<file path="config.mk">
export PLATFORM = sky130hd
export DESIGN_NAME = glyph_row_pixel_expander
export DESIGN_NICKNAME = d
export VERILOG_FILES = /design/src/hdl/grpe_pkg.sv /design/src/hdl/grpe_cfg.sv /design/src/hdl/grpe_word_gen.sv /design/src/hdl/grpe_out_stage.sv /design/src/hdl/glyph_row_pixel_expander.sv
export SDC_FILE = /design/constraint.sdc
export NUM_CORES = 1
export LEC_CHECK = 0
export ABC_CLOCK_PERIOD_IN_PS = 10150
export BUFFER_PORTS_ARGS = -buffer_cell sky130_fd_sc_hd__buf_2
export CAP_MARGIN = 20
export CORE_MARGIN = 10
export CORE_UTILIZATION = 55
export CTS_CLUSTER_DIAMETER = 30
export DETAILED_ROUTE_END_ITERATION = 12
export GPL_TIMING_DRIVEN = 0
export PLACE_DENSITY_LB_ADDON = 0.3
export SYNTH_ARGS = -nofsm -noshare
export SYNTH_HDL_FRONTEND = slang
export SYNTH_SLANG_ARGS = --single-unit
</file>
<file path="constraint.sdc">
create_clock -name clk_i -period 10.15 [get_ports clk_i]
set_input_delay 0.5075 -clock clk_i [delete_from_list [all_inputs] [get_ports clk_i]]
set_output_delay 0.5075 -clock clk_i [all_outputs]
set_load 0.01 [all_outputs]
</file>
<file path="src/hdl/grpe_pkg.sv">
// Shared constants, types and a helper function for the glyph row pixel expander.
`timescale 1ns / 1ps
`default_nettype none

package grpe_pkg;

  localparam int GLYPH_ROWS_DEF = 16;
  localparam int MAX_SCALE_DEF  = 4;

  localparam int SCALE_W      = 3;
  localparam int COLOR_W      = 16;
  localparam int PITCH_W      = 11;
  localparam int BYTE_W       = 8;
  localparam int ROW_BITS_W   = 16;
  localparam int PIX_PER_WORD = 4;
  localparam int PIX_W        = 16;
  localparam int WORD_W       = 64;
  localparam int OFFSET_W     = 16;
  localparam int CFG_IDX_W    = 4;
  localparam int CFG_DATA_W   = 16;
  localparam int PIX_IDX_W    = 6;   // pixel index within a line, up to 63
  localparam int SRC_W        = 4;   // source bit index within a glyph row

  localparam logic [SCALE_W-1:0] SCALE_RST = 3'd1;
  localparam logic [COLOR_W-1:0] COLOR_RST = 16'hFFFF;
  localparam logic [PITCH_W-1:0] PITCH_RST = 11'd160;

  typedef enum logic [CFG_IDX_W-1:0] {
    CFG_SCALE = 4'd0,
    CFG_COLOR = 4'd1,
    CFG_PITCH = 4'd2,
    CFG_WIDE  = 4'd3
  } cfg_idx_e;

  typedef struct packed {
    logic [SCALE_W-1:0] scale;
    logic [COLOR_W-1:0] pixel_color;
    logic [PITCH_W-1:0] pitch_words;
    logic               wide_glyph;
  } cfg_t;

  typedef struct packed {
    logic [WORD_W-1:0]   pixel_word;
    logic [OFFSET_W-1:0] word_offset;
    logic                row_last;
    logic                glyph_last;
  } word_t;

  // Source glyph bit for an output pixel: pix / scale, scale 1..4.
  // Divide by three as multiply by 171 and shift by 9 (exact below 128).
  function automatic logic [SRC_W-1:0] src_of(input logic [PIX_IDX_W-1:0] pix,
                                               input logic [SCALE_W-1:0]   sc);
    logic [13:0] prod;
    logic [SRC_W-1:0] res;
    prod = 14'(pix) * 14'd171;
    case (sc)
      3'd2:    res = pix[4:1];
      3'd3:    res = prod[12:9];
      3'd4:    res = pix[5:2];
      default: res = pix[3:0];
    endcase
    return res;
  endfunction

endpackage

`default_nettype wire

</file>
<file path="src/hdl/grpe_cfg.sv">
// Configuration register file: scale, color, pitch and glyph width.
`timescale 1ns / 1ps
`default_nettype none

module grpe_cfg (
  input  wire                             clk_i,
  input  wire                             rst_ni,
  input  wire                             cfg_we_i,
  input  wire  [grpe_pkg::CFG_IDX_W-1:0]  cfg_index_i,
  input  wire  [grpe_pkg::CFG_DATA_W-1:0] cfg_wdata_i,
  output grpe_pkg::cfg_t                  cfg_o
);
  import grpe_pkg::*;

  cfg_t cfg_d, cfg_q;

  always_comb begin
    cfg_d = cfg_q;
    if (cfg_we_i) begin
      case (cfg_idx_e'(cfg_index_i))
        CFG_SCALE: cfg_d.scale       = cfg_wdata_i[SCALE_W-1:0];
        CFG_COLOR: cfg_d.pixel_color = cfg_wdata_i[COLOR_W-1:0];
        CFG_PITCH: cfg_d.pitch_words = cfg_wdata_i[PITCH_W-1:0];
        CFG_WIDE:  cfg_d.wide_glyph  = cfg_wdata_i[0];
        default:   cfg_d = cfg_q;  // unmapped index, ignored
      endcase
    end
  end

  always_ff @(posedge clk_i or negedge rst_ni) begin
    if (!rst_ni) begin
      cfg_q.scale       <= SCALE_RST;
      cfg_q.pixel_color <= COLOR_RST;
      cfg_q.pitch_words <= PITCH_RST;
      cfg_q.wide_glyph  <= 1'b0;
    end else begin
      cfg_q <= cfg_d;
    end
  end

  assign cfg_o = cfg_q;

endmodule

`default_nettype wire

</file>
<file path="src/hdl/grpe_word_gen.sv">
// Row register, line/word counters and per-word pixel and offset logic.
`timescale 1ns / 1ps
`default_nettype none

module grpe_word_gen #(
  parameter int GLYPH_ROWS = grpe_pkg::GLYPH_ROWS_DEF,
  parameter int MAX_SCALE  = grpe_pkg::MAX_SCALE_DEF
) (
  input  wire                         clk_i,
  input  wire                         rst_ni,
  input  wire                         in_valid_i,
  output logic                        in_stall_o,
  input  wire  [grpe_pkg::BYTE_W-1:0] left_bits_i,
  input  wire  [grpe_pkg::BYTE_W-1:0] right_bits_i,
  input  grpe_pkg::cfg_t              cfg_i,
  output logic                        word_valid_o,
  input  wire                         word_ready_i,
  output grpe_pkg::word_t             word_o
);
  import grpe_pkg::*;

  localparam int RowW  = (GLYPH_ROWS > 1) ? $clog2(GLYPH_ROWS) : 1;
  localparam int LineW = (MAX_SCALE > 1) ? $clog2(MAX_SCALE) : 1;
  localparam int WordW = $clog2(PIX_PER_WORD * MAX_SCALE);
  localparam int WplW  = $clog2(PIX_PER_WORD * MAX_SCALE + 1);
  localparam int DstW  = (MAX_SCALE * GLYPH_ROWS > 1) ? $clog2(MAX_SCALE * GLYPH_ROWS) : 1;
  localparam int PrdW  = DstW + PITCH_W;

  localparam logic [RowW-1:0]    LastRow  = RowW'(GLYPH_ROWS - 1);
  localparam logic [SCALE_W-1:0] MaxScale = SCALE_W'(MAX_SCALE);

  // control state
  logic              busy_d, busy_q;
  logic [RowW-1:0]   row_d, row_q;
  logic [LineW-1:0]  line_d, line_q;
  logic [WordW-1:0]  w_d, w_q;
  logic [DstW-1:0]   dst_d, dst_q;

  // per-row snapshot
  logic [ROW_BITS_W-1:0] bits_q;
  logic [SCALE_W-1:0]    sc_q;
  logic                  wide_q;
  logic                  final_q;
  logic [COLOR_W-1:0]    color_q;
  logic [PITCH_W-1:0]    pitch_q;

  logic [SCALE_W-1:0]      sc_clamp;
  logic [SCALE_W+RowW-1:0] start_prod;
  logic [WplW-1:0]         wpl;
  logic                    w_last, line_last, item_last;
  logic                    advance, take;
  logic [PrdW-1:0]         off_prod;
  logic [PrdW:0]           off_sum;
  logic [WORD_W-1:0]       pix_word;

  always_comb begin
    if (cfg_i.scale == '0) begin
      sc_clamp = SCALE_W'(1);
    end else if (cfg_i.scale > MaxScale) begin
      sc_clamp = MaxScale;
    end else begin
      sc_clamp = cfg_i.scale;
    end
  end

  assign start_prod = (SCALE_W+RowW)'(sc_clamp) * (SCALE_W+RowW)'(row_q);

  assign wpl       = wide_q ? (WplW'(sc_q) << 2) : (WplW'(sc_q) << 1);
  assign w_last    = (WplW'(w_q) == (wpl - WplW'(1)));
  assign line_last = (SCALE_W'(line_q) == (sc_q - SCALE_W'(1)));
  assign item_last = w_last & line_last;

  assign advance    = busy_q & word_ready_i;
  assign in_stall_o = busy_q & ~(advance & item_last);
  assign take       = in_valid_i & ~in_stall_o;

  always_comb begin
    busy_d = busy_q;
    row_d  = row_q;
    line_d = line_q;
    w_d    = w_q;
    dst_d  = dst_q;
    if (advance) begin
      if (item_last) begin
        busy_d = 1'b0;
      end else if (w_last) begin
        w_d    = '0;
        line_d = line_q + LineW'(1);
        dst_d  = dst_q + DstW'(1);
      end else begin
        w_d = w_q + WordW'(1);
      end
    end
    if (take) begin
      busy_d = 1'b1;
      line_d = '0;
      w_d    = '0;
      dst_d  = DstW'(start_prod);
      row_d  = (row_q >= LastRow) ? '0 : row_q + RowW'(1);
    end
  end

  always_ff @(posedge clk_i or negedge rst_ni) begin
    if (!rst_ni) begin
      busy_q <= 1'b0;
      row_q  <= '0;
      line_q <= '0;
      w_q    <= '0;
      dst_q  <= '0;
    end else begin
      busy_q <= busy_d;
      row_q  <= row_d;
      line_q <= line_d;
      w_q    <= w_d;
      dst_q  <= dst_d;
    end
  end

  always_ff @(posedge clk_i) begin
    if (take) begin
      bits_q  <= {left_bits_i, (cfg_i.wide_glyph ? right_bits_i : BYTE_W'(0))};
      sc_q    <= sc_clamp;
      wide_q  <= cfg_i.wide_glyph;
      final_q <= (row_q >= LastRow);
      color_q <= cfg_i.pixel_color;
      pitch_q <= cfg_i.pitch_words;
    end
  end

  // four pixels of the current word
  for (genvar p = 0; p < PIX_PER_WORD; p++) begin : g_pix
    logic [WordW+1:0] pix;
    logic [SRC_W-1:0] src;
    assign pix = {w_q, 2'(p)};
    assign src = src_of(PIX_IDX_W'(pix), sc_q);
    assign pix_word[p*PIX_W +: PIX_W] = bits_q[SRC_W'(ROW_BITS_W - 1) - src] ? color_q : '0;
  end

  assign off_prod = PrdW'(dst_q) * PrdW'(pitch_q);
  assign off_sum  = (PrdW+1)'(off_prod) + (PrdW+1)'(w_q);

  assign word_valid_o       = busy_q;
  assign word_o.pixel_word  = pix_word;
  assign word_o.word_offset = OFFSET_W'(off_sum);
  assign word_o.row_last    = item_last;
  assign word_o.glyph_last  = item_last & final_q;

endmodule

`default_nettype wire

</file>
<file path="src/hdl/grpe_out_stage.sv">
// Output register stage with valid/stall handshake.
`timescale 1ns / 1ps
`default_nettype none

module grpe_out_stage (
  input  wire             clk_i,
  input  wire             rst_ni,
  input  wire             word_valid_i,
  output logic            word_ready_o,
  input  grpe_pkg::word_t word_i,
  output logic            out_valid_o,
  input  wire             out_stall_i,
  output grpe_pkg::word_t out_o
);
  import grpe_pkg::*;

  logic  valid_d, valid_q;
  word_t data_q;
  logic  take;

  assign word_ready_o = ~valid_q | ~out_stall_i;
  assign take         = word_valid_i & word_ready_o;
  assign valid_d      = take | (valid_q & out_stall_i);

  always_ff @(posedge clk_i or negedge rst_ni) begin
    if (!rst_ni) begin
      valid_q <= 1'b0;
    end else begin
      valid_q <= valid_d;
    end
  end

  always_ff @(posedge clk_i) begin
    if (take) begin
      data_q <= word_i;
    end
  end

  assign out_valid_o = valid_q;
  assign out_o       = data_q;

endmodule

`default_nettype wire

</file>
<file path="src/hdl/glyph_row_pixel_expander.sv">
// Top level of the glyph row pixel expander (OSD character generator).
// A row request's first word passes the generator register, then the result register,
//   on its way to the outputs.
// Throughput: one 64-bit word per cycle while the output is not stalled; a row yields
//   2*scale*scale (narrow) or 4*scale*scale (wide) words, 2..64, from the single word generator stage.
// The next row request is taken while the last word of the current one goes out.
// Reset: async active low; registers to defaults, glyph row counter to zero.
`timescale 1ns / 1ps
`default_nettype none

module glyph_row_pixel_expander #(
  parameter int GLYPH_ROWS = grpe_pkg::GLYPH_ROWS_DEF,
  parameter int MAX_SCALE  = grpe_pkg::MAX_SCALE_DEF
) (
  input  wire                             clk_i,
  input  wire                             rst_ni,
  // configuration writes
  input  wire                             cfg_we_i,
  input  wire  [grpe_pkg::CFG_IDX_W-1:0]  cfg_index_i,
  input  wire  [grpe_pkg::CFG_DATA_W-1:0] cfg_wdata_i,
  // glyph row requests
  input  wire                             in_valid_i,
  output logic                            in_stall_o,
  input  wire  [grpe_pkg::BYTE_W-1:0]     left_bits_i,
  input  wire  [grpe_pkg::BYTE_W-1:0]     right_bits_i,
  // pixel word requests
  output logic                            out_valid_o,
  input  wire                             out_stall_i,
  output logic [grpe_pkg::WORD_W-1:0]     pixel_word_o,
  output logic [grpe_pkg::OFFSET_W-1:0]   word_offset_o,
  output logic                            row_last_o,
  output logic                            glyph_last_o
);
  import grpe_pkg::*;

  cfg_t  cfg;
  word_t gen_word;
  word_t out_word;
  logic  gen_valid;
  logic  gen_ready;

  // Register file. Writes are expected only while idle; a row snapshots what
  // it needs when it is accepted.
  grpe_cfg u_cfg (
    .clk_i       (clk_i),
    .rst_ni      (rst_ni),
    .cfg_we_i    (cfg_we_i),
    .cfg_index_i (cfg_index_i),
    .cfg_wdata_i (cfg_wdata_i),
    .cfg_o       (cfg)
  );

  // Holds the current row, walks lines and words, forms pixels and offset.
  grpe_word_gen #(
    .GLYPH_ROWS (GLYPH_ROWS),
    .MAX_SCALE  (MAX_SCALE)
  ) u_word_gen (
    .clk_i        (clk_i),
    .rst_ni       (rst_ni),
    .in_valid_i   (in_valid_i),
    .in_stall_o   (in_stall_o),
    .left_bits_i  (left_bits_i),
    .right_bits_i (right_bits_i),
    .cfg_i        (cfg),
    .word_valid_o (gen_valid),
    .word_ready_i (gen_ready),
    .word_o       (gen_word)
  );

  // Result register: holds the word under downstream stall; the stall reaches the generator through its ready.
  grpe_out_stage u_out_stage (
    .clk_i        (clk_i),
    .rst_ni       (rst_ni),
    .word_valid_i (gen_valid),
    .word_ready_o (gen_ready),
    .word_i       (gen_word),
    .out_valid_o  (out_valid_o),
    .out_stall_i  (out_stall_i),
    .out_o        (out_word)
  );

  assign pixel_word_o  = out_word.pixel_word;
  assign word_offset_o = out_word.word_offset;
  assign row_last_o    = out_word.row_last;
  assign glyph_last_o  = out_word.glyph_last;

endmodule

`default_nettype wire

</file>
# Word level (Yosys, flattened, before mapping)
# Index checks and enable logic that the tools add are counted.
[classes]
n_mux = 31
multipliers = 6
n_eq_ne = 9
reduce_logical = 12
n_lt_le_gt_ge = 6
addsub = 11
bitwise_logic = 13
[op_table]
columns = ["operator", "count"]
rows = [
  ["4-bit case mux with 3 select lines", 4],
  ["6-bit by 8-bit multiplier with 13-bit output (second input constant)", 2],
  ["6-bit two-way mux", 4],
  ["4-bit by 5-bit less-than comparator with 1-bit output (second input constant)", 4],
  ["4-bit two-way mux", 5],
  ["16-bit by 4-bit adder with 16-bit output", 1],
  ["1-bit binary-select mux with 4-bit select", 4],
  ["6-bit by 11-bit multiplier with 16-bit output", 1],
  ["4-bit subtractor (first input constant)", 4],
  ["5-bit by 8-bit multiplier with 12-bit output (second input constant)", 1],
  ["2-bit AND reduction", 6],
  ["4-bit by 8-bit multiplier with 11-bit output (second input constant)", 1],
  ["4-bit by 1-bit adder with 4-bit output (second input constant)", 2],
  ["4-bit by 2-bit == test with 1-bit output (second input constant)", 2],
  ["2-bit two-way mux", 4],
  ["1-bit bitwise AND", 7],
  ["1-bit two-way mux", 7],
  ["6-bit by 1-bit adder with 6-bit output (second input constant)", 1],
  ["3-bit by 2-bit == test with 1-bit output (second input constant)", 2],
  ["3-bit by 4-bit multiplier with 6-bit output", 1],
  ["3-bit two-way mux", 2],
  ["2-bit nonzero test", 3],
  ["4-bit by 5-bit == test with 1-bit output", 1],
  ["5-bit two-way mux", 1],
  ["other kinds (14)", 18],
]
[word_totals]
register_bits = 179
in_bits = 41
elab_cells = 112
out_inout_bits = 84

# Longest topological paths before layout
[logic_depth]
ltp_word = 11
ltp_mapped = 19
depth_no_buf = 18

# Hierarchy
# A second synthesis with hierarchy kept.
[unflattened]
cells_unflattened = 965
hier_area_um2 = 11378.4
[by_module_without_submodules]
columns = ["module", "instances", "cells_per_inst", "area_each_um2", "seq_area_each_um2"]
rows = [
  ["grpe_word_gen", 1, 810, 7558.5, 1866.8],
  ["grpe_out_stage", 1, 86, 2509.9, 2487.4],
  ["grpe_cfg", 1, 69, 1310.0, 799.5],
]

# Worst setup path before layout
# OpenSTA, ideal clock, no wires.
[synth_path]
kind = "register to register"
startpoint = "reg u_word_gen.w_q[0]"
endpoint = "reg u_out_stage.data_q (netlist bit u_out_stage.out_o[55]), data pin"
stages_incl_launch_ff = 17
period_less_slack_ns = 4.650
setup_ns = 0.259
required_time_ns = 9.891
setup_slack_ns = 5.500
arrival_time_ns = 4.392
path_buffers = 2
path_cell_list = "dfrtp_1 > buf_4 > inv_1 > fa_1 > inv_1 > ha_1 > fa_1 > nor2b_1 > a21oi_1 > nand2_1 > xnor2_1 > a221oi_4 > mux2i_1 > mux2i_1 > mux2i_1 > buf_2 > o21ai_1"
[synth_via]
elab_chain_cells = 5
[synth_lines]
columns = ["element", "line_no", "text"]
rows = [
  ["start, declared", "grpe_word_gen.sv:36", "logic [WordW-1:0] w_d, w_q;"],
  ["start signal, assigned", "grpe_word_gen.sv:114", "w_q <= w_d;"],
  ["5-bit by 8-bit multiplier with 12-bit output", "grpe_pkg.sv:55", "prod = 14'(pix) * 14'd171;"],
  ["4-bit case mux with 3 select lines *", "grpe_pkg.sv:56", "case (sc)"],
  ["4-bit subtractor *", "grpe_word_gen.sv:136", "assign pix_word[p*PIX_W +: PIX_W] = bits_q[SRC_W'(ROW_BITS_W - 1) - src] ? color_q : '0;"],
  ["1-bit binary-select mux with 4-bit select *", "grpe_word_gen.sv:136", ""],
  ["1-bit two-way mux (implied by the code) *", "grpe_word_gen.sv:136", ""],
  ["end signal, assigned", "grpe_out_stage.sv:35", "data_q <= word_i;"],
  ["end, declared", "grpe_out_stage.sv:18", "word_t data_q;"],
]
# Every way passes the cells marked *; elsewhere a longest branch is shown, timed or not. The select of a mux whose other input is x is not followed.
# A chain may end at the register's enable or synchronous reset.

# Worst setup path in the final report
[layout_path]
startpoint = "reg u_word_gen.w_q[0]"
endpoint = "reg u_out_stage.data_q (netlist bit u_out_stage.out_o[63]), data pin"
# Same word-level chain as after synthesis.

==> impl_metrics.yaml <==
setup_path:
  worstSetupEndpoint: "u_out_stage.out_o[63]$_SDFFCE_PN0P_"
  startpoint: "u_word_gen.w_q[0]$_DFFE_PN0P_"
  critPathRequiredTime_ns: 10.34
  ff2ff_path_depth: 16
  critical_path_class: "flop to flop"
  cp_num_cells: 16
  combined_buffer_and_inverter_count_along_the_critical_path: 4
  crit_path_max_delay_family: "adder cells"
  critPathMaxStageDelay_ns: 0.73
  worst_path_most_repeated_cell: "mux2i_1"
  r2r_end: "u_out_stage.out_o[63]$_SDFFCE_PN0P_"
  crit_arrival_ns: 5.80
  timing.rr.start: "u_word_gen.w_q[0]$_DFFE_PN0P_"
  path_cells: "buf_4, inv_1, fa_1, inv_1, ha_1, fa_1, nor2b_1, a21oi_1, nand2_1, xnor2_1, a221oi_4, mux2i_1, mux2i_1, mux2i_1, buf_2, o21ai_1"
  worst-r2r-setup-slack_ns: 4.54
  endpoint_kind: "flop"
  cp_max_fo: 13
  crit_path_top_delay_cell: "fa_1"
  cp_startpoint_kind: "flop"
cts:
  cts_tree: "yes"
  post_cts.resized_instances: 0
  clock-sinks: 179
  cts_hold_repair.buffers: 0
  clockRootBuffer: "clkbuf_16"
  worst_skew_pair.late_latency_ns: 0.44
  cts_max_level: 4
  post_cts.repair.setup_buffers: 0
  path_clk_slew_ns: 0.08
  clock_tree.buffer_depth: 2
  cts-buffers-inserted: 17
timing:
  rsz0062_at_grt: "no"
  min_period_ns: 5.606
  report.final.slew_viol_count: 0
  finalSetupTns_ns: 0
  skew_ns: 0.01540
  final_hold_viol_count: 0
  fmax_ghz: 0.1784
  max_slew.worst_pin.slew_ns: 0.7887
  worst_slew_margin_rel_pct: 47.23
  final-setup-viol-count: 0
  timing.final.crit_share_pct: 55.23
global_route:
  via_count_of_the_first_global_routing_pass: 8373
  grt_pass1_wl_mm: 42.74
  maximum_number_of_pins_on_one_net_before_global_route_repair: 58
  antenna_found_initial: 1
  grt.total_usage_pct: 18.64
  grt_overflow: 0
pwr:
  report.power.total_mw: 4.490
  pwr_density_cell_nw_per_um2: 332.6
  clockPowerShare_pct: 15.4
  seq_power_share_pct: 25.4
  switching_share_of_power_pct: 43.82
  switching_power_mw: 1.967
  static-leakage-power_nw: 5.876
  power.ir.vdd_worst_mv: 0.1705
  internal_power_mw: 2.522
  power.share.combinational_pct: 59.2
routing:
  detail_route.iter0.violations: 589
  drt-pass1-iter-count: 5
  drcViolationCount: 0
  route.detailed.vias_per_inst: 5.625
  num_vias: 8167
  drt-total-wl_mm: 25.83
  drt-wirelength-per-cell_um: 17.79
  drt.antenna.violating_nets: 0
synth:
  postSynthCellCount: 1019
  yosysUniqueCellTypes: 78
  synth_top_area_share_pct: 32.94
  synth_top_cell_by_area: "edfxtp_1"
  synth-warning-count: 0
  number_of_synthesized_register_bits: 179
  syn_area_um2: 11850
  synth_edf_count: 130
  post_synth_main_area_contributors: "edfxtp_1 33%, ha_1 9.2%, fa_1 8.8%"
  syn-num-nets: 1199
  synth-async-reset-ratio_pct: 27.37
  most_used_flip_flop_cell_after_synthesis: "edfxtp_1"
  synth_area_per_cell_um2: 11.63
  seq_area_frac_synth_pct: 43.48
layout:
  antenna_cells_inserted: 0
  final_nets: 1344
  layout_cells_sized_above_1_pct: 22.51
  area.growth.synth_to_final_pct: 13.87
  layoutNonFillerInstCount: 1452
  finalCoreUtilization_pct: 64.00
die:
  die_area_um2: 27820
  ios: 125
  floorplan.rows: 53
  die_y_um: 166.8
  core_area_um2: 21090
  dieWidth_um: 166.8
  floorplan.initialDensity_pct: 56.21
placement:
  gp_congestion: 0.8939
  portBuffers: 124
  placed_cells: 1420
  post-dp-hpwl_mm: 19.60
min_path:
  timing.hold.worst.class: "input pin to async pin"
flow_run:
  cap_violations: 0
outcome:
  status: "complete, no violations"
## cells in the final DEF, fill, tap and decap left out, drive strengths merged, types with 3 or more instances in the layout
cell / synthesis / final
and3: 7 / 7
xor2: 10 / 10
a21o: 10 / 10
o41ai: 3 / 3
fa: 52 / 52
a211oi: 4 / 4
o211ai: 10 / 10
dfrtp: 30 / 30
inv: 82 / 92
mux2: 32 / 32
nand3: 35 / 35
o21ai: 31 / 31
buf: 19 / 145
nand2: 71 / 71
and2: 84 / 84
xnor2: 28 / 28
nor2: 43 / 43
o21a: 5 / 5
nand4: 3 / 3
edfxtp: 130 / 130
a221oi: 9 / 9
nor2b: 37 / 37
dfstp: 19 / 19
nor3b: 9 / 9
mux2i: 53 / 53
nor3: 11 / 11
clkbuf: 14 / 31
a31oi: 7 / 7
a21oi: 31 / 31
o21bai: 7 / 7
or4: 8 / 8
ha: 87 / 87
nand2b: 6 / 6
clkinv: 0 / 5
## stage by stage
step	hold WS (ns)	setup WS (ns)	area, µm²
final	0.06525	4.544	13500
after floorplan	0.2119	5.500	11850
after CTS	0.06774	4.507	13500
after global placement	0.4273	4.610	12820
after global routing	0.08535	4.133	13500
after detailed placement	0.4349	4.522	12860
## cell usage after synthesis (10+ instances only)
| library cell | instances |
|---|---|
| mux2_2 | 31 |
| dfrtp_1 | 30 |
| nor3_1 | 10 |
| dfstp_2 | 19 |
| edfxtp_1 | 130 |
| nor2b_1 | 27 |
| nor2b_2 | 10 |
| nor2_1 | 40 |
| fa_1 | 52 |
| ha_1 | 87 |
| a21oi_1 | 31 |
| xnor2_1 | 27 |
| clkbuf_1 | 14 |
| inv_1 | 79 |
| mux2i_1 | 51 |
| and2_1 | 84 |
| nand2_1 | 71 |
| a21o_1 | 10 |
| o21ai_1 | 24 |
| nand3_1 | 35 |
## final cells by class
cell class,count,area [µm²]
Inverter,82,307.8
Fill cell,1632,7591
Sequential cell,179,5154
Clock inverter,15,211.5
Clock buffer,17,425.4
Buffer,33,183.9
Multi-Input combinational cell,725,6210
Tap cell,275,344.1
Timing Repair Buffer,126,660.6
## power by group through the flow
stage,combinational [mW],sequential [mW],clock [mW]
after floorplan,1.99,1.19,0
after global placement,2.59,1.15,0
after detailed placement,2.65,1.16,0
after CTS,2.68,1.14,0.700
after global routing,3.01,1.16,0.734
final,2.66,1.14,0.692
## metal layers
metal / up-vias / routed length (µm) / global-route usage (%)
li1: 3887 / - / -
met1: 3973 / 11990 / 25.35
met2: 269 / 11780 / 29.32
met3: 36 / 1592 / 4.472
met4: 2 / 453 / 4.849
met5: - / 13 / 0
## sequential cells by signal (all words and copies together), names as in the netlist
name / cells
u_word_gen.w_q: 4
u_word_gen.line_q: 2
u_word_gen.final_q: 1
u_word_gen.wide_q: 1
u_cfg.cfg_o: 31
u_word_gen.dst_q: 6
u_word_gen.color_q: 16
u_word_gen.word_valid_o: 1
u_out_stage.out_o: 82
u_out_stage.out_valid_o: 1
u_word_gen.pitch_q: 11
u_word_gen.row_q: 4
u_word_gen.bits_q: 16
u_word_gen.sc_q: 3
## worst min path at each step
stage                                from                              end  slack (ns)
5_1_grt                            rst_ni  u_word_gen.dst_q[5]$_DFFE_PN0P_        0.09
6_report                           rst_ni  u_word_gen.dst_q[5]$_DFFE_PN0P_        0.07
3_5_place_dp   u_cfg.cfg_o[9]$_DFFE_PN0P_  u_word_gen.pitch_q[8]$_DFFE_PP_        0.43
3_3_place_gp   u_cfg.cfg_o[4]$_DFFE_PN0P_  u_word_gen.pitch_q[3]$_DFFE_PP_        0.43
2_1_floorplan                      rst_ni       u_cfg.cfg_o[0]$_DFFE_PN0P_        0.21
4_1_cts                            rst_ni  u_word_gen.dst_q[5]$_DFFE_PN0P_        0.07
## logic make-up (layout without fill, tap and decap cells)
kind of cell	Yosys count	in the layout	synth area share, %
buf+inv	115	273	4.149
flops	179	179	43.48
xor+xnor	38	38	2.935
compound gates	141	141	9.089
simple gates	322	322	14.77
fa+ha+maj	139	139	17.97
mux	85	85	7.611
## worst reg2reg max path: stages, from the launching register on
cell and delay (ns):
dfrtp_1 0.67, buf_4 0.27, inv_1 0.32, fa_1 0.73
inv_1 0.15, ha_1 0.28, fa_1 0.43, nor2b_1 0.14
a21oi_1 0.32, nand2_1 0.12, xnor2_1 0.19, a221oi_4 0.47
mux2i_1 0.28, mux2i_1 0.10, mux2i_1 0.46, buf_2 0.32
o21ai_1 0.11
Note: power is estimated with default switching activity, not from simulation.
